**src/rtl/core/s2d_pkg.sv**
```systemverilog
`timescale 1ns / 1ps
// ----------------------------------------------------------------------------
// s2d_pkg: shared types and constants
// Character codes, digit buffer layout and the queue entry that passes
// between the digit extraction front and the character emission back.
// ----------------------------------------------------------------------------
package s2d_pkg;

    localparam int VALUE_W     = 32;
    localparam int CHAR_W      = 8;
    localparam int MAX_DIGITS  = 10;
    localparam int DIG_W       = 4;
    localparam int NDIG_W      = 4;
    localparam int QUEUE_DEPTH = 2;

    localparam logic [CHAR_W-1:0] CHAR_ZERO  = 8'd48;
    localparam logic [CHAR_W-1:0] CHAR_MINUS = 8'd45;

    // floor(x / 10) == (x * RECIP_10) >> RECIP_SHIFT for every 32-bit x
    localparam logic [VALUE_W-1:0] RECIP_10    = 32'hCCCC_CCCD;
    localparam int                 RECIP_SHIFT = 35;

    typedef logic [MAX_DIGITS-1:0][DIG_W-1:0] s2d_digits_t;

    typedef struct packed {
        logic              neg;
        logic [NDIG_W-1:0] ndig;
        s2d_digits_t       digits;
    } s2d_entry_t;

    typedef struct packed {
        logic full;
        logic empty;
    } s2d_qstat_t;

endpackage

```
**src/rtl/core/s2d_queue.sv**
```systemverilog
`timescale 1ns / 1ps
// ----------------------------------------------------------------------------
// s2d_queue: digit string queue
// Short first-in first-out queue of converted numbers between the front
// and the back; the head entry is read in place.
// ----------------------------------------------------------------------------
module s2d_queue
#(
    parameter int DEPTH = s2d_pkg::QUEUE_DEPTH
)
(
    input  logic                 clk,
    input  logic                 rst_n,
    input  logic                 push,
    input  s2d_pkg::s2d_entry_t  push_data,
    input  logic                 pop,
    output s2d_pkg::s2d_entry_t  pop_data,
    output s2d_pkg::s2d_qstat_t  qstat
);
    import s2d_pkg::*;

    localparam int PTR_W = (DEPTH > 1) ? $clog2(DEPTH) : 1;
    localparam int CNT_W = $clog2(DEPTH + 1);

    s2d_entry_t         mem_reg [DEPTH];
    logic [PTR_W-1:0]   wr_ptr_reg;
    logic [PTR_W-1:0]   wr_ptr_next;
    logic [PTR_W-1:0]   rd_ptr_reg;
    logic [PTR_W-1:0]   rd_ptr_next;
    logic [CNT_W-1:0]   count_reg;
    logic [CNT_W-1:0]   count_next;

    assign qstat.full  = (count_reg == CNT_W'(DEPTH));
    assign qstat.empty = (count_reg == '0);
    assign pop_data    = mem_reg[rd_ptr_reg];

    always_comb
    begin
        wr_ptr_next = wr_ptr_reg;
        rd_ptr_next = rd_ptr_reg;
        count_next  = count_reg;
        if (push)
        begin
            wr_ptr_next = (wr_ptr_reg == PTR_W'(DEPTH - 1)) ? '0 : wr_ptr_reg + PTR_W'(1);
        end
        if (pop)
        begin
            rd_ptr_next = (rd_ptr_reg == PTR_W'(DEPTH - 1)) ? '0 : rd_ptr_reg + PTR_W'(1);
        end
        if (push && !pop)
        begin
            count_next = count_reg + CNT_W'(1);
        end
        else if (pop && !push)
        begin
            count_next = count_reg - CNT_W'(1);
        end
    end

    always_ff @(posedge clk or negedge rst_n)
    begin
        if (!rst_n)
        begin
            wr_ptr_reg <= '0;
            rd_ptr_reg <= '0;
            count_reg  <= '0;
        end
        else
        begin
            wr_ptr_reg <= wr_ptr_next;
            rd_ptr_reg <= rd_ptr_next;
            count_reg  <= count_next;
        end
    end

    always_ff @(posedge clk)
    begin
        if (push)
        begin
            mem_reg[wr_ptr_reg] <= push_data;
        end
    end

endmodule

```
**config.mk**
```make
export PLATFORM = sky130hd
export DESIGN_NAME = s2d_queue
export DESIGN_NICKNAME = d
export VERILOG_FILES = /design/src/rtl/core/s2d_pkg.sv /design/src/rtl/core/s2d_queue.sv
export SDC_FILE = /design/constraint.sdc
export NUM_CORES = 1
export LEC_CHECK = 0
export BUFFER_PORTS_ARGS = -buffer_cell sky130_fd_sc_hd__buf_4
export CAP_MARGIN = 15
export CORE_UTILIZATION = 45
export DETAILED_ROUTE_END_ITERATION = 12
export GPL_TIMING_DRIVEN = 0
export PLACE_DENSITY = 0.77
export SKIP_LAST_GASP = 1
export SYNTH_ARGS = -nofsm -noshare
export SYNTH_HDL_FRONTEND = slang
export SYNTH_SLANG_ARGS = --single-unit
```
**constraint.sdc**
```tcl
create_clock -name clk -period 3.9 [get_ports clk]
set_input_delay 0.78 -clock clk [delete_from_list [all_inputs] [get_ports clk]]
set_output_delay 0.78 -clock clk [all_outputs]
set_load 0.02 [all_outputs]
```
==> results of run 1 <==
## worst max-delay path: stages, from the launching register on
cell     delay [ns]
dfrtp_1        0.35
buf_6          0.19
buf_12         0.17
mux2_4         0.31
buf_4          0.16
## cells in the mapped netlist
master	count	area share, %
mux2_4	39	16
mux2_2	6	1.9
buf_6	1	0.31
dfrtp_1	4	2.8
ha_1	1	0.34
xor2_1	4	0.96
buf_12	4	2.2
nor2_1	2	0.21
xnor2_1	1	0.24
edfxtp_1	90	74
and2_1	1	0.17
nor2b_1	2	0.34
inv_1	1	0.10
## cell families after synthesis
| group | share of synthesized area, % |
|---|---|
| muxes | 18.0 |
| buffers and inverters | 2.62 |
| xor gates and xnor gates | 1.21 |
| adders and majority gates | 0.344 |
| DFF | 77.1 |
| and+or+nand+nor | 0.723 |
## path summary, 6_finish.rpt
path / start / end / slack, ns / cells past startpoint
worst max-delay path: rd_ptr_reg / pop_data[19] / 1.60 / 4
max in group asynchronous: rst_n / wr_ptr_reg / 3.59 / 1
worst max register to register: wr_ptr_reg / mem_reg[0][23] / 2.40 / 2
min in group clk: count_reg[1] / count_reg[1] / 0.49 / 1
worst min-delay path: rst_n / count_reg[1] / 0.21 / 1
worst min register to register: count_reg[1] / count_reg[1] / 0.49 / 1
## power breakdown
group	total (mW)	switching, mW	internal, mW
Sequential	1.40	0.0588	1.34
Combinational	1.40	0.673	0.727
Clock	0.680	0.320	0.360
Total	3.48	1.05	2.43
## metal layers
| metal | GRT usage (%) | share of wire [%] | vias to the layer above |
|---|---|---|---|
| li1 | - | - | 821 |
| met1 | 17.2 | 43 | 833 |
| met2 | 22.4 | 48 | 69 |
| met3 | 6.14 | 8.1 | 6 |
| met4 | 4.30 | 0.73 | 0 |
| met5 | 0 | 0 | - |
## metrics by stage
stage                     instances  TNS [ns]  area [µm²]  setup slack, ns
after CTS                       371         0        4740             1.58
after detailed placement        355         0        4520             1.90
after global routing            371         0        4740             1.53
after floorplan                 156         0        3630            0.664
final                           371         0        4740             1.60
after global placement          353    -28.62        4470           -0.638
## layout make-up
type                    instances  area share (%)
multi-input cells              56            15.7
flip-flops and latches         94            59.2
plain buffers                   5            1.93
repair buffers                 97            15.9
well taps                     102            2.69
clock inverters                 6            1.80
inverters                       1          0.0793
clock buffers                  10            2.69
==> impl_metrics.yaml, run 1 <==
status:
  outcome: "completed"
sta:
  finalSetupViolations: 0
  slew_violations: 0
  skew_ns: 0.00763
  period_minus_slack_ns: 2.30
  maxSlewHeadroom_pct: 62.8
  finalHoldViolations: 0
  whs_ns: 0.213
  max_freq_mhz: 435
  tightest_slew_ns: 0.556
  rsz0062_at_grt: "false"
  final.period_utilization_pct: 58.9
finish:
  layout-drive-gt1-share_pct: 60.6
  final_common_cell: "buf_4"
  multiInputGateArea_um2: 744
  final_util_pct: 61.0
  num-nets-final: 314
  fill_cells: 594
  largest_reg_flops: 90
  antenna_cells: 0
  register_area_um2: 2800
  mostFrequentLayoutCells: "buf_4 (95), edfxtp_1 (90), mux2_4 (39)"
  syn_to_final_growth_pct: 30.3
global_routing:
  grt-ovfl-total: 0
  grt_pass1_wl_mm: 8.70
  grt_max_degree: 34
  antenna_found_initial: 0
  grt_usage_pct: 14.0
  grt_pass1_vias: 1798
power_and_ir_drop:
  power_density_nw_per_um2: 735
  ir_drop_uv: 351
  leakage_nw: 1.91
  power_mw: 3.48
route:
  wire_per_inst_um: 15.1
  wl_mm: 5.61
  viasPerCell: 4.66
  antenna_left: 0
  drc: 0
  drt_first_pass_iters: 3
  first_iter_violations: 75
  vias: 1729
worst_setup_path:
  arrival_ns: 1.52
  criticalPathCategory: "register to output port"
  required_ns: 3.12
  setup.worst_path.end_class: "output port"
  cp_max_fo: 10
  startpoint_type: "register"
clock_network:
  clockBufferDepth: 2
  cts_sinks: 94
  clkTransAtPathRegs_ns: 0.09
  clock_latency_ns: 0.35
  cts_tree: "built"
  cts_buffers: 9
  postCtsHoldBufs: 0
  htree_levels: 3
  cts_setup_buffers: 0
  ctsResizeCount: 0
  clock_tree.root_cell: "clkbuf_8"
synthesis:
  netlist_area_um2: 3630
  synthCells: 156
  avgSynthCellArea_um2: 23.3
  ys_ff_latch: 94
  syn-num-nets: 206
  synth_cell_types: 13
  seq_area_frac_synth_pct: 77.1
  synth_warnings: 0
die:
  io_pins: 96
  dieHeight_um: 91.9
  die_w_um: 91.9
  num_rows: 32
  core-area_um2: 7770
  start_util_pct: 46.8
  die_area_um2: 8440
hold_path:
  hold_class: "primary input to async pin"
flow_run:
  drv_cap: 0
place:
  portBuffers: 95
  place_hpwl_mm: 3.79
  routabilityCongestion: 0.677
Power figures use the tool's default switching activity.
==> inputs of run 2 (changes only) <==
--- a/config.mk
+++ b/config.mk
@@ -10,7 +10,7 @@
 export CORE_UTILIZATION = 45
 export DETAILED_ROUTE_END_ITERATION = 12
 export GPL_TIMING_DRIVEN = 0
-export PLACE_DENSITY = 0.77
+export PLACE_DENSITY = 0.8
 export SKIP_LAST_GASP = 1
 export SYNTH_ARGS = -nofsm -noshare
 export SYNTH_HDL_FRONTEND = slang
==> constraint.sdc (replaced) <==
create_clock -name clk -period 1.94 [get_ports clk]
set_input_delay 0.388 -clock clk [delete_from_list [all_inputs] [get_ports clk]]
set_output_delay 0.388 -clock clk [all_outputs]
set_load 0.02 [all_outputs]
==> impl_metrics.yaml, run 2 (synthesis gave the netlist of run 1 again) <==
worst_setup_path:
  setup.worst_path.end_class: "output port"
  cp_max_fo: 10
  reg2reg_to: "mem_reg[0][35]"
  max_stage_delay_ns: 0.43
  arrival_ns: 1.53
  crit_top_cell: "buf_12"
  r2r_start: "wr_ptr_reg"
  critPathSlowestCell: "dfrtp_2"
  worstPathCellList: "buf_12 > buf_12 > mux2_4 > buf_4"
  required_ns: 1.55
  r2r_slack_ns: 0.32
  startpoint_type: "register"
  reg2regPathDepth: 2
  criticalPathCategory: "register to output port"
finish:
  fill_cells: 573
  register_area_um2: 2800
  layout-drive-gt1-share_pct: 61.8
  finalInstanceArea_um2: 4890
  syn_to_final_growth_pct: 34.5
  mostFrequentLayoutCells: "edfxtp_1 (90), buf_4 (66), mux2_4 (39)"
  largest_reg_flops: 90
  final_common_cell: "edfxtp_1"
  antenna_cells: 0
  num-nets-final: 317
  multiInputGateArea_um2: 744
global_routing:
  grt_max_degree: 26
  grt_pass1_vias: 1886
  antenna_found_initial: 0
  grt_pass1_wl_mm: 8.89
  grt_usage_pct: 14.5
  grt-ovfl-total: 0
sta:
  maxSlewHeadroom_pct: 52.2
  period_minus_slack_ns: 1.91
  max_freq_mhz: 522
  finalSetupViolations: 0
  skew_ns: 0.00628
  slew_violations: 0
  tightest_slew_ns: 0.715
  whs_ns: 0.213
  final.period_utilization_pct: 98.7
  rsz0062_at_grt: "true"
  finalHoldViolations: 0
hold_path:
  worstHoldPathCells: 2
  worstHoldStart: "pop"
  worstHoldEndpoint: "rd_ptr_reg"
  hold_class: "primary input to register"
die:
  dieHeight_um: 91.9
  start_util_pct: 46.8
  die_area_um2: 8440
  die_w_um: 91.9
  num_rows: 32
  io_pins: 96
  core-area_um2: 7770
power_and_ir_drop:
  leakage_nw: 1.96
  power_density_nw_per_um2: 1480
  power_mw: 7.21
  ir_drop_uv: 698
route:
  vias: 1740
  wl_mm: 5.73
  wire_per_inst_um: 15.3
  first_iter_violations: 49
  drt_first_pass_iters: 3
  viasPerCell: 4.65
  antenna_left: 0
  drc: 0
place:
  place_hpwl_mm: 3.79
  portBuffers: 95
  routabilityCongestion: 0.619
  placed_area_um2: 4520
clock_network:
  cts_buffers: 9
  cts_sinks: 94
  cts_tree: "built"
  htree_levels: 3
  clockBufferDepth: 2
  clkTransAtPathRegs_ns: 0.09
  clock_tree.root_cell: "clkbuf_8"
  clock_latency_ns: 0.34
flow_run:
  drv_cap: 0
status:
  outcome: "completed"
run 2: how the worst max path moves through the flow:
stage                     from              to  slack [ns]  depth (start not counted)
global placement          push  mem_reg[1][37]       -0.66                          2
finish              rd_ptr_reg    pop_data[40]        0.03                          4
CTS                 rd_ptr_reg    pop_data[41]       0.004                          4
detailed placement        push  mem_reg[0][39]        0.20                          3
floorplan           wr_ptr_reg   mem_reg[1][0]        0.02                          1
global route        rd_ptr_reg    pop_data[40]       -0.02                          4
run 2: report_power, final:
| part | leakage [nW] | internal (mW) | switching (mW) |
|---|---|---|---|
| clock | 0.0996 | 0.600 | 0.650 |
| sequential | 0.890 | 2.70 | 0.133 |
| combinational | 0.974 | 1.71 | 1.42 |
run 2: routing by layer:
layer / share of wire, % / global-route usage (%) / up-vias / routed length (µm)
li1: - / - / 826 / -
met1: 39 / 16.3 / 847 / 2230
met2: 54 / 24.2 / 61 / 3080
met3: 6.0 / 4.73 / 6 / 341
met4: 1.4 / 8.20 / 0 / 78
met5: 0 / 0 / - / 0
run 2: per-stage QoR:
step / utilization, % / instances / worst slack (ns) / TNS (ns)
3_3_place_gp: 57.7 / 353 / -0.656 / -32.58
6_report: 62.9 / 374 / 0.0259 / 0
2_1_floorplan: - / 156 / 0.0232 / 0
4_1_cts: 60.9 / 372 / 0.00386 / 0
3_5_place_dp: 58.2 / 355 / 0.196 / 0
5_1_grt: 62.9 / 374 / -0.0214 / -0.332
run 2: worst max-delay path, delay by kind of cell (launching register included):
| kind | cells | cell delay (ns) |
|---|---|---|
| buffers and inverters | 3 | 0.45 |
| flip-flops | 1 | 0.43 |
| multiplexers | 1 | 0.30 |
run 2: area by class of cell:
cell class                 instances  share of cell area (%)
sequential                        94                    57.4
timing repair buffer             100                    18.6
buffer                             5                    2.05
tap                              102                    2.61
clock inverter                     7                    1.51
inverter                           1                  0.0768
multi-input combinational         56                    15.2
clock buffer                       9                    2.54
run 2: repair_timing:
action	in CTS	in global routing
setup endpoints to repair	0	39
setup buffers	0	1
endpoints found under the hold margin	4	0
hold buffers	1	0
resized for setup	0	33
