`src/rtl/core/s2d_pkg.sv`:
```
`timescale 1ns / 1ps
// ----------------------------------------------------------------------------
// s2d_pkg: shared types and constants
// Character codes, digit buffer layout and the queue entry that passes
// between the digit extraction front and the character emission back.
// ----------------------------------------------------------------------------
package s2d_pkg;

    localparam int VALUE_W     = 32;
    localparam int CHAR_W      = 8;
    localparam int MAX_DIGITS  = 10;
    localparam int DIG_W       = 4;
    localparam int NDIG_W      = 4;
    localparam int QUEUE_DEPTH = 2;

    localparam logic [CHAR_W-1:0] CHAR_ZERO  = 8'd48;
    localparam logic [CHAR_W-1:0] CHAR_MINUS = 8'd45;

    // floor(x / 10) == (x * RECIP_10) >> RECIP_SHIFT for every 32-bit x
    localparam logic [VALUE_W-1:0] RECIP_10    = 32'hCCCC_CCCD;
    localparam int                 RECIP_SHIFT = 35;

    typedef logic [MAX_DIGITS-1:0][DIG_W-1:0] s2d_digits_t;

    typedef struct packed {
        logic              neg;
        logic [NDIG_W-1:0] ndig;
        s2d_digits_t       digits;
    } s2d_entry_t;

    typedef struct packed {
        logic full;
        logic empty;
    } s2d_qstat_t;

endpackage

```
`src/rtl/core/s2d_back.sv`:
```
`timescale 1ns / 1ps
// ----------------------------------------------------------------------------
// s2d_back: character emission
// Walks the queue head, emitting the sign and then the digits most
// significant first into an output register, one character per cycle unless char_stall holds it.
// ----------------------------------------------------------------------------
module s2d_back
(
    input  logic                            clk,
    input  logic                            rst_n,
    input  s2d_pkg::s2d_entry_t             head,
    input  s2d_pkg::s2d_qstat_t             qstat,
    output logic                            pop,
    output logic                            char_valid,
    input  logic                            char_stall,
    output logic [s2d_pkg::CHAR_W-1:0]      char_code,
    output logic                            last_char
);
    import s2d_pkg::*;

    logic                 out_valid_reg;
    logic                 out_valid_next;
    logic [CHAR_W-1:0]    char_reg;
    logic [CHAR_W-1:0]    char_next;
    logic                 last_reg;
    logic                 last_next;
    logic                 sign_sent_reg;
    logic                 sign_sent_next;
    logic [NDIG_W-1:0]    pos_reg;
    logic [NDIG_W-1:0]    pos_next;

    logic                 adv;
    logic                 emit;
    logic                 sign_phase;
    logic [NDIG_W-1:0]    dig_idx;
    logic                 final_dig;

    assign adv        = !out_valid_reg || !char_stall;
    assign emit       = adv && !qstat.empty;
    assign sign_phase = head.neg && !sign_sent_reg;
    assign dig_idx    = head.ndig - NDIG_W'(1) - pos_reg;
    assign final_dig  = (dig_idx == '0);
    assign pop        = emit && !sign_phase && final_dig;

    assign char_valid = out_valid_reg;
    assign char_code  = char_reg;
    assign last_char  = last_reg;

    always_comb
    begin
        out_valid_next = out_valid_reg;
        char_next      = char_reg;
        last_next      = last_reg;
        sign_sent_next = sign_sent_reg;
        pos_next       = pos_reg;
        if (adv)
        begin
            out_valid_next = emit;
        end
        if (emit)
        begin
            if (sign_phase)
            begin
                char_next      = CHAR_MINUS;
                last_next      = 1'b0;
                sign_sent_next = 1'b1;
            end
            else
            begin
                char_next = CHAR_ZERO + CHAR_W'(head.digits[dig_idx]);
                last_next = final_dig;
                if (final_dig)
                begin
                    sign_sent_next = 1'b0;
                    pos_next       = '0;
                end
                else
                begin
                    pos_next = pos_reg + NDIG_W'(1);
                end
            end
        end
    end

    always_ff @(posedge clk or negedge rst_n)
    begin
        if (!rst_n)
        begin
            out_valid_reg <= 1'b0;
            sign_sent_reg <= 1'b0;
            pos_reg       <= '0;
        end
        else
        begin
            out_valid_reg <= out_valid_next;
            sign_sent_reg <= sign_sent_next;
            pos_reg       <= pos_next;
        end
    end

    always_ff @(posedge clk)
    begin
        char_reg <= char_next;
        last_reg <= last_next;
    end

endmodule

```
`config.mk`:
```
export PLATFORM = sky130hd
export DESIGN_NAME = s2d_back
export DESIGN_NICKNAME = d
export VERILOG_FILES = /design/src/rtl/core/s2d_pkg.sv /design/src/rtl/core/s2d_back.sv
export SDC_FILE = /design/constraint.sdc
export NUM_CORES = 1
export LEC_CHECK = 0
export ABC_AREA = 1
export BUFFER_PORTS_ARGS = -buffer_cell sky130_fd_sc_hd__buf_4
export CORE_MARGIN = 2
export CORE_UTILIZATION = 31
export CTS_CLUSTER_SIZE = 14
export DETAILED_ROUTE_END_ITERATION = 6
export GPL_TIMING_DRIVEN = 1
export SLEW_MARGIN = 20
export SYNTH_ARGS = -nofsm -noshare
export SYNTH_HDL_FRONTEND = slang
export SYNTH_SLANG_ARGS = --single-unit
```
`constraint.sdc`:
```
create_clock -name clk -period 2.45 [get_ports clk]
set_input_delay 0.49 -clock clk [delete_from_list [all_inputs] [get_ports clk]]
set_output_delay 0.49 -clock clk [all_outputs]
set_load 0.005 [all_outputs]
```
==> summary.md, run 1 <==
| Metric | Value |
|---|---|
| H-tree depth | 1 |
| PnR Total Power | just under 2 mW |
| Largest cells by area after synthesis | edfxtp_1 16%, dfrtp_1 13%, nand2_1 11% |
| Seq/Total Area, Yosys | 28.60% |
| EDFF count, synth | 6 |
| Final min period | 2.412 ns |
| Largest area contributor in the netlist | edfxtp_1 |
| Mux contribution to synthesized area | 0% |
| Status | finished, final reports clean |
| Final setup violation count | 0 |
| WP depth | 9 |
| Clock latency at the later pin of the worst-skew pair | 0.24 ns |
| Switching Share | around 44% |
| Int Pwr | roughly 1.1 mW |
| Worst-path maximum fanout | 3 |
| Fin crit share | 98.44% |
| Initial Util | 31.78% |
| IO Pins | between 60 and 70 |
| Port Buffers | 56 |
| Routed Antenna Nets | 0 |
| Crit Path Category | reg2out |
| CTS buffer count | 3 |
| Post-synth ARST share | between 50% and 60% |
| DPL Wire Length | 2340 um |
| Most used cell, CP | inv_2 |
| DP Area | 1655 um^2 |
| Global-route wire length before repair | between 4000 and 5000 um |
| Post-synthesis adder-cell area fraction | 6.067% |
| Nets | 295 |
| Post-Synth XOR/XNOR Area | ~3.7% |
| Cells along the critical path | inv_2 > ha_4 > inv_2 > fa_2 > nand2_2 > inv_4 > nand4_4 > inv_2 > buf_6 |
| WHS | 0.04295 ns |
| Final design utilization | 48.79% |
| Vias in the first global route | 1130 |
| Worst reg2reg path startpoint | pos_reg[0] |
| RSZ-0062 raised after global routing | yes |
| Die area | 4230 um^2 |
| Power Density | about 1100 nW/um^2 |
| Grt total ovfl | 0 |
| Max stage delay on crit path | roughly 0.6 ns |
| Psw | 0.8625 mW |
| Drt drc | 0 |
| Total Routed Length | 2914 um |
| Crit. End Element | primary output |
| Clk pwr share | 9.3% |
| FF-to-FF End | char_code[0] |
| Number of diodes | 0 |
| Chip height | 65.04 um |
| Finished Cell Area | 1773 um^2 |
| Cell family with most CP delay | adder cells |
| Post-Place Worst Slack | between 0.09 and 0.1 ns |
| Synth top area share | 15.60% |
| P_leak | 0.9370 nW |
| Placer congestion estimate | 0.7300 |
| Max frequency | approximately 410 MHz |
| Wire length per cell | 10.15 um |
| Max clock buf depth | 2 |
| Worst EP required | 1.96 ns |
| Synth warnings | 0 |
| Data arrival, critical path | 1.92 ns |
| Core ar. | 3633 um^2 |
| Compound-Gate Fraction of Synth Area | 12.24% |
| Sequential share of power | a little under a fifth |
| Fill count | approximately 400 |
| CP bufs+invs | 5 |
| Rows | 22 |
| Commonest cells in the netlist | 35 x nand2_1, 28 x inv_1, 28 x nor2_1 |
| Mean post-synth cell area | 6.714 um^2 |
| Largest net degree at the start of global routing | 14 |
| Die Wd | 65.04 um |
| Primary FF master, synth | edfxtp_1 |
| CTS tree | built |
| Area Overhead vs Synth | 53.52% |
| Sink Count | 12 |
| Largest family of logic cells by synthesized area | simple AND/OR/NAND/NOR gates |
| Top-count cell post-synth | nand2_1 |
| GRT Total Usage | between 10% and 20% |
| Maxcap violations | 0 |
| Hold_buf cts | 0 |
| Simple-gate area share of the yosys netlist | 34.67% |
| Via count | 1245 |
| Largest register FFs | 5 |
| Drt first pass iters | 4 |
| Antenna violations before repair | 0 |
| Reg2Reg Setup Slack | roughly 0.35 ns |
| Logic pwr share | 71.9% |
| Mapped Cells | ~170 |
| Root Driver | clkbuf_8 |
| Slew Viols, Final | 0 |
| Clock-pin slew of the registers on the worst-case setup and hold paths | 0.05 ns |
| Setup WS post-layout | around 0.038 ns |
| Syn Std Cell Area | 1155 um^2 |
| Critical Path Slowest Stage Cell | fa_2 |
| Crit path launch type | flip-flop |
| DR iter-0 viols | 44 |
| Worst Setup SP | pos_reg[0] |
| Hold Fails Final Rpt | 0 |
| Layout cells sized above 1 | 37.24% |
| #FFs+latches synth | 12 |
| Critical path endpoint | pop |
| Reg2reg path depth | 11 |
| Max rail drop VDD | 435.1 uV |
| Clock skew | roughly 0.0068 ns |
| Vias per std cell | 4.338 |
| Hold crit path type | in2async |
| Distinct cells, synth | 30 |
==> worst register-to-register path, stage by stage, from the launching register on <==
cell	delay [ns]
dfrtp_1	0.39
inv_2	0.10
ha_4	0.14
inv_2	0.04
fa_2	0.50
buf_12	0.16
inv_1	0.12
nor2_1	0.06
o21ai_0	0.08
nand3_1	0.11
nand3_1	0.11
nand2_1	0.06
==> final cells by class <==
type,count,area [um^2],area share [%]
tap,48,60.06,3.387
clock buffer,3,41.29,2.329
inverter,30,115.1,6.493
multi-input combinational,123,680.7,38.39
timing repair buffer,70,541.8,30.56
clock inverter,1,3.754,0.2117
sequential,12,330.3,18.63
==> how the worst min path moves through the flow <==
| stage | from | slack, ns | cells past startpoint | end |
|---|---|---|---|---|
| 6_report | rst_n | 0.04 | 1 | pos_reg[0] |
| 3_3_place_gp | rst_n | 0.30 | 1 | pos_reg[3] |
| 3_5_place_dp | rst_n | 0.30 | 1 | pos_reg[3] |
| 5_1_grt | rst_n | 0.04 | 1 | pos_reg[0] |
| 2_1_floorplan | rst_n | 0.19 | 0 | char_valid |
| 4_1_cts | rst_n | 0.04 | 1 | pos_reg[0] |
==> kinds of logic after synthesis <==
kind of cell / count (synthesis)
AND/OR/NAND/NOR: 87
buffers and inverters: 38
AO/OA/AOI/OAI: 24
flip-flops: 12
adder cells (fa/ha/maj): 5
XOR/XNOR: 4
other: 2
==> power by group through the flow <==
stage / logic (mW) / registers [mW] / clock network [mW]
floorplan: 0.877 / 0.366 / 0
global placement: 1.29 / 0.372 / 0
detailed placement: 1.31 / 0.370 / 0
CTS: 1.34 / 0.368 / 0.183
global route: 1.59 / 0.376 / 0.195
finish: 1.40 / 0.366 / 0.181
==> metrics by stage <==
step                      instances  TNS [ns]
after floorplan                 173         0
after global placement          276         0
after detailed placement        276         0
after CTS                       281         0
after global routing            287  -0.04363
final                           287         0
==> routing by layer <==
| metal | vias to the layer above | share of wire, % | wire [um] | global-route usage [%] |
|---|---|---|---|---|
| li1 | 664 | - | - | - |
| met1 | 539 | 48 | 1385 | 19.40 |
| met3 | 0 | 8.3 | 241 | 4.340 |
| met5 | - | 0 | 0 | 0 |
| met4 | 0 | 0 | 0 | 1.563 |
| met2 | 42 | 44 | 1288 | 24.61 |
==> repair_timing <==
action | in CTS | in global routing
pin swaps | 1 | 3
setup buffers | 1 | 6
resized for setup | 2 | 6
endpoints found under the setup margin | 1 | 1
==> cells in the final DEF, fill, tap and decap left out, types with 4 or more instances in the layout <==
master	count
buf_4	68
nand2_1	35
nor2_1	28
inv_1	25
nand3_1	16
o21ai_0	13
edfxtp_1	6
dfrtp_1	6
inv_2	4
Power figures use the tool's default switching activity.
==> run 2, diff against run 1 <==
--- a/config.mk
+++ b/config.mk
@@ -11,7 +11,9 @@
 export CORE_UTILIZATION = 31
 export CTS_CLUSTER_SIZE = 14
 export DETAILED_ROUTE_END_ITERATION = 6
+export GPL_ROUTABILITY_DRIVEN = 0
 export GPL_TIMING_DRIVEN = 1
+export PLACE_DENSITY_LB_ADDON = 0.15
 export SLEW_MARGIN = 20
 export SYNTH_ARGS = -nofsm -noshare
 export SYNTH_HDL_FRONTEND = slang
==> summary.md, run 2 (synthesized netlist as in run 1, its figures left out) <==
| Metric | Value |
|---|---|
| Status | finished, final reports clean |
| Clock-pin slew of the registers on the worst-case setup and hold paths | ~0.050 ns |
| IO Pins | 61 |
| Via count | 1215 |
| Sink Count | 12 |
| Chip height | 65.04 um |
| Reg2Reg Setup Slack | 0.23 ns |
| P_leak | 0.9142 nW |
| Vias per std cell | 4.293 |
| Rows | 22 |
| Drt drc | 0 |
| Wire length per cell | around 11 um |
| Clock latency at the later pin of the worst-skew pair | 0.24 ns |
| Clock skew | 0.005061 ns |
| Nets | 291 |
| Max rail drop VDD | ~410 uV |
| DP Area | 1635 um^2 |
| Die Wd | roughly 65 um |
| Worst EP required | 1.96 ns |
| Port Buffers | 56 |
| WHS | 0.04317 ns |
| Finished Cell Area | 1730 um^2 |
| Antenna violations before repair | 0 |
| Post-Place Worst Slack | 0.09557 ns |
| H-tree depth | 1 |
| Vias in the first global route | 1110 |
| Grt total ovfl | 0 |
| RSZ-0062 raised after global routing | yes |
| Slew Viols, Final | 0 |
| Hold Fails Final Rpt | 0 |
| Commonest cells after routing, fill and taps aside | 65 x buf_4, 35 x nand2_1, 28 x nor2_1, 25 x inv_1, 16 x nand3_1 |
| Setup WS post-layout | 0.04982 ns |
| Maxcap violations | 0 |
| Crit path launch type | flip-flop |
| Area Overhead vs Synth | 49.84% |
| Largest net degree at the start of global routing | 21 |
| GRT Total Usage | 15.40% |
| Initial Util | between 30% and 40% |
| Drt first pass iters | 4 |
| CTS tree | built |
| Root Driver | clkbuf_8 |
| Power Density | between 1000 and 1500 nW/um^2 |
| Die area | between 4000 and 5000 um^2 |
| CTS buffer count | 3 |
| Number of diodes | 0 |
| Commonest non-fill, non-tap cell in the layout | buf_4 |
| Final setup violation count | 0 |
| Global-route wire length before repair | 4968 um |
| Worst reg2reg path startpoint | pos_reg[0] |
| Fill count | 394 |
| DPL Wire Length | 2395 um |
| Largest register FFs | 5 |
| Fin crit share | 97.97% |
| Crit Path Category | reg2out |
| Worst-path maximum fanout | 3 |
| Hold crit path type | in2async |
| Layout cells sized above 1 | 36.17% |
| Max frequency | roughly 420 MHz |
| FF-to-FF End | char_code[3] |
| Routed Antenna Nets | 0 |
| Crit. End Element | primary output |
| Final min period | 2.400 ns |
| Max clock buf depth | 2 |
| Data arrival, critical path | approximately 1.9 ns |
| Core ar. | 3633 um^2 |
| Reg2reg path depth | 9 |
| Total Routed Length | 3029 um |
| DR iter-0 viols | 43 |
## run 2: changes by cell type in the layout (fill, tap and decap cells not counted), sizes merged
cell	before	now
buf	70	66
## run 2: critical path, stage by stage, from the launching register on
cell     delay [ns]
dfrtp_1        0.40
inv_2          0.10
ha_4           0.14
inv_2          0.04
fa_2           0.41
xor2_2         0.17
nand2_2        0.10
inv_4          0.07
nand4_4        0.10
inv_2          0.07
buf_6          0.08
## run 2: worst max-delay path by stage
stage	endpoint	depth (start not counted)	startpoint
final	pop	10	pos_reg[0]
after global routing	pop	10	pos_reg[0]
after CTS	pop	10	pos_reg[0]
after detailed placement	pop	10	head[40]
after global placement	pop	10	head[40]
after floorplan	pop	8	head[40]
## run 2: metal layers
layer  track usage, %  part of all wire, %  vias to the layer above  wire length (um)
met3            5.903                  8.5                        2               257
met1            19.55                   46                      518              1386
met4            3.646                 0.43                        0                13
met5                0                    0                        -                 0
met2            24.74                   45                       40              1371
li1                 -                    -                      655                 -
## run 2: final cells by class
type                       instances  area, um^2  area share, %
clock buffer                       3       41.29          2.386
clock inverter                     1       3.754         0.2169
inverter                          30       115.1          6.652
multi-input combinational        123       680.7          39.33
sequential                        12       330.3          19.09
tap                               48       60.06          3.471
timing repair buffer              66       499.2          28.85
## run 2: where the power goes
group	internal [mW]	total [mW]	switching, mW
registers	0.319	0.368	0.0494
clock network	0.110	0.179	0.0684
logic	0.590	1.33	0.737
total	1.02	1.87	0.855
## run 2: what timing repair did
item                                    CTS  global route
buffers inserted                          0             4
pin swaps                                 0             4
endpoints found under the setup margin    1             1
resized for setup                         2             6
hold buffers                              0             0
## run 2: stage by stage
step | power (mW) | instances | utilization (%) | setup TNS (ns)
6_report | 1.873 | 283 | 47.62 | 0
5_1_grt | 2.092 | 283 | 47.62 | -0.05987
4_1_cts | 1.843 | 279 | 46.32 | 0
3_5_place_dp | 1.648 | 275 | 45.01 | 0
3_3_place_gp | 1.636 | 275 | 45.01 | 0
2_1_floorplan | 1.242 | 173 | - | 0
==> run 3, diff against run 2 <==
--- a/config.mk
+++ b/config.mk
@@ -13,6 +13,7 @@
 export DETAILED_ROUTE_END_ITERATION = 6
 export GPL_ROUTABILITY_DRIVEN = 0
 export GPL_TIMING_DRIVEN = 1
+export HOLD_SLACK_MARGIN = 0.1
 export PLACE_DENSITY_LB_ADDON = 0.15
 export SLEW_MARGIN = 20
 export SYNTH_ARGS = -nofsm -noshare
==> summary.md, run 3 (synthesized netlist as in run 1, its figures left out) <==
| Metric | Value |
|---|---|
| Crit Path Category | reg2out |
| CP bufs+invs | 5 |
| Via count | approximately 1200 |
| Placed cells | 275 |
| Final min period | 2.400 ns |
| Worst EP required | 1.96 ns |
| DPL Wire Length | 2395 um |
| Routing usage on met1 | 19.65% |
| IO Pins | 61 |
| Final setup violation count | 0 |
| RSZ-0062 raised after global routing | yes |
| CTS tree | built |
| Clock latency at the later pin of the worst-skew pair | 0.24 ns |
| Max frequency | 416.6 MHz |
| Data arrival, critical path | 1.91 ns |
| Hold Fails Final Rpt | 0 |
| Power Density | 1077 nW/um^2 |
| Rows | 22 |
| Clock skew | ~0.0051 ns |
| Most used cell, CP | inv_2 |
| Hold crit path type | in2reg |
| Routed Antenna Nets | 0 |
| Commonest cells after routing, fill and taps aside | 65 x buf_4, 35 x nand2_1, 28 x nor2_1, 25 x inv_1, 16 x nand3_1 |
| Hold Crit Start | qstat[0] |
| Max rail drop VDD | approximately 410 uV |
| Die area | 4230 um^2 |
| Vias in the first global route | 1115 |
| DR iter-0 viols | 46 |
| Met2 usage in global routing | 24.87% |
| Cell family with most CP delay | adder cells |
| Reg2Reg Setup Slack | 0.23 ns |
| Max clock buf depth | 2 |
| P_leak | 0.9184 nW |
| Reg2reg path depth | 9 |
| H-tree depth | 1 |
| Max stage delay on crit path | 0.41 ns |
| Number of diodes | 0 |
| Chip height | 65.04 um |
| Largest net degree at the start of global routing | 21 |
| Cells along the critical path | inv_2 > ha_4 > inv_2 > fa_2 > xor2_2 > nand2_2 > inv_4 > nand4_4 > inv_2 > buf_6 |
| FF-to-FF End | char_code[3] |
| Critical Path Slowest Stage Cell | fa_2 |
| Nets | between 200 and 300 |
| Slew Viols, Final | 0 |
| Hold path depth | 2 |
| Root Driver | clkbuf_8 |
| Global route hottest layer | met2 |
| Largest register FFs | 5 |
| Drt drc | 0 |
| Port Buffers | 56 |
| Worst reg2reg path startpoint | pos_reg[0] |
| Layout cells sized above 1 | 36.02% |
| GRT Total Usage | approximately 15% |
| Total Routed Length | 3026 um |
| WHS | 0.4241 ns |
| Core ar. | 3633 um^2 |
| Commonest non-fill, non-tap cell in the layout | buf_4 |
| Fin cells | ~280 |
| CTS buffer count | 3 |
| Wire length per cell | roughly 11 um |
| Met3 Use GR | 5.903% |
| Global-route wire length before repair | 4995 um |
| Vias per std cell | ~4.3 |
| Grt total ovfl | 0 |
| Maxcap violations | 0 |
| Antenna violations before repair | 0 |
| Fin crit share | 97.97% |
| Worst hold path endpoint | char_valid |
| Die Wd | 65.04 um |
| Initial Util | 31.78% |
| Clock-pin slew of the registers on the worst-case setup and hold paths | around 0.050 ns |
| Drt first pass iters | 4 |
| Worst-path maximum fanout | 3 |
| Status | finished, final reports clean |
| Sink Count | 12 |
| Crit. End Element | primary output |
| Area Overhead vs Synth | 50.70% |
| Crit path launch type | flip-flop |
## run 3: metrics by stage
| stage | worst slack, ns | util, % | power [mW] | setup TNS (ns) | instance area (um^2) |
|---|---|---|---|---|---|
| finish | 0.04971 | 47.90 | 1.875 | 0 | 1740 |
| global placement | 0.1081 | 45.01 | 1.636 | 0 | 1635 |
| floorplan | 0.2351 | - | 1.242 | 0 | 1159 |
| detailed placement | 0.09557 | 45.01 | 1.648 | 0 | 1635 |
| CTS | 0.007195 | 46.59 | 1.844 | 0 | 1693 |
| global route | -0.05987 | 47.90 | 2.093 | -0.05987 | 1740 |
## run 3: worst reg2reg max path: cells and delay by family, from the launching register on
kind | cells | cell delay, ns
fa+ha+maj | 2 | 0.55
flops | 1 | 0.40
xor+xnor | 1 | 0.35
buf+inv | 3 | 0.29
compound gates | 1 | 0.19
simple gates | 2 | 0.19
## run 3: power breakdown
part	total (mW)	switching, mW	internal, mW
Combinational	1.33	0.737	0.591
Sequential	0.368	0.0494	0.319
Clock	0.179	0.0685	0.110
## run 3: how the worst max path moves through the flow
stage	startpoint	end	cells after the start	slack, ns
after floorplan	head[40]	pop	8	0.24
after global placement	head[40]	pop	10	0.11
after detailed placement	head[40]	pop	10	0.1
after CTS	pos_reg[0]	pop	10	0.007
after global routing	pos_reg[0]	pop	10	-0.06
final	pos_reg[0]	pop	10	0.05
## run 3: area by class of cell
type,instances,area [um^2]
timing repair buffer,67,509.2
sequential,12,330.3
tap,48,60.06
inverter,30,115.1
clock inverter,1,3.754
multi-input combinational,123,680.7
fill,392,1893
clock buffer,3,41.29
## run 3: timing repair
| item | in CTS | in global routing |
|---|---|---|
| hold endpoints to repair | 6 | 0 |
| gates cloned | 0 | 0 |
| hold buffers | 1 | 0 |
| gates resized for setup | 2 | 6 |
| pin swaps | 0 | 4 |
| buffers inserted | 0 | 4 |
| setup endpoints to repair | 1 | 1 |
## run 3: routing by layer
metal  wire length, um  part of all wire (%)
met1              1380                    46
met2              1372                    45
met3               260                   8.6
met4                13                  0.43
met5                 0                     0
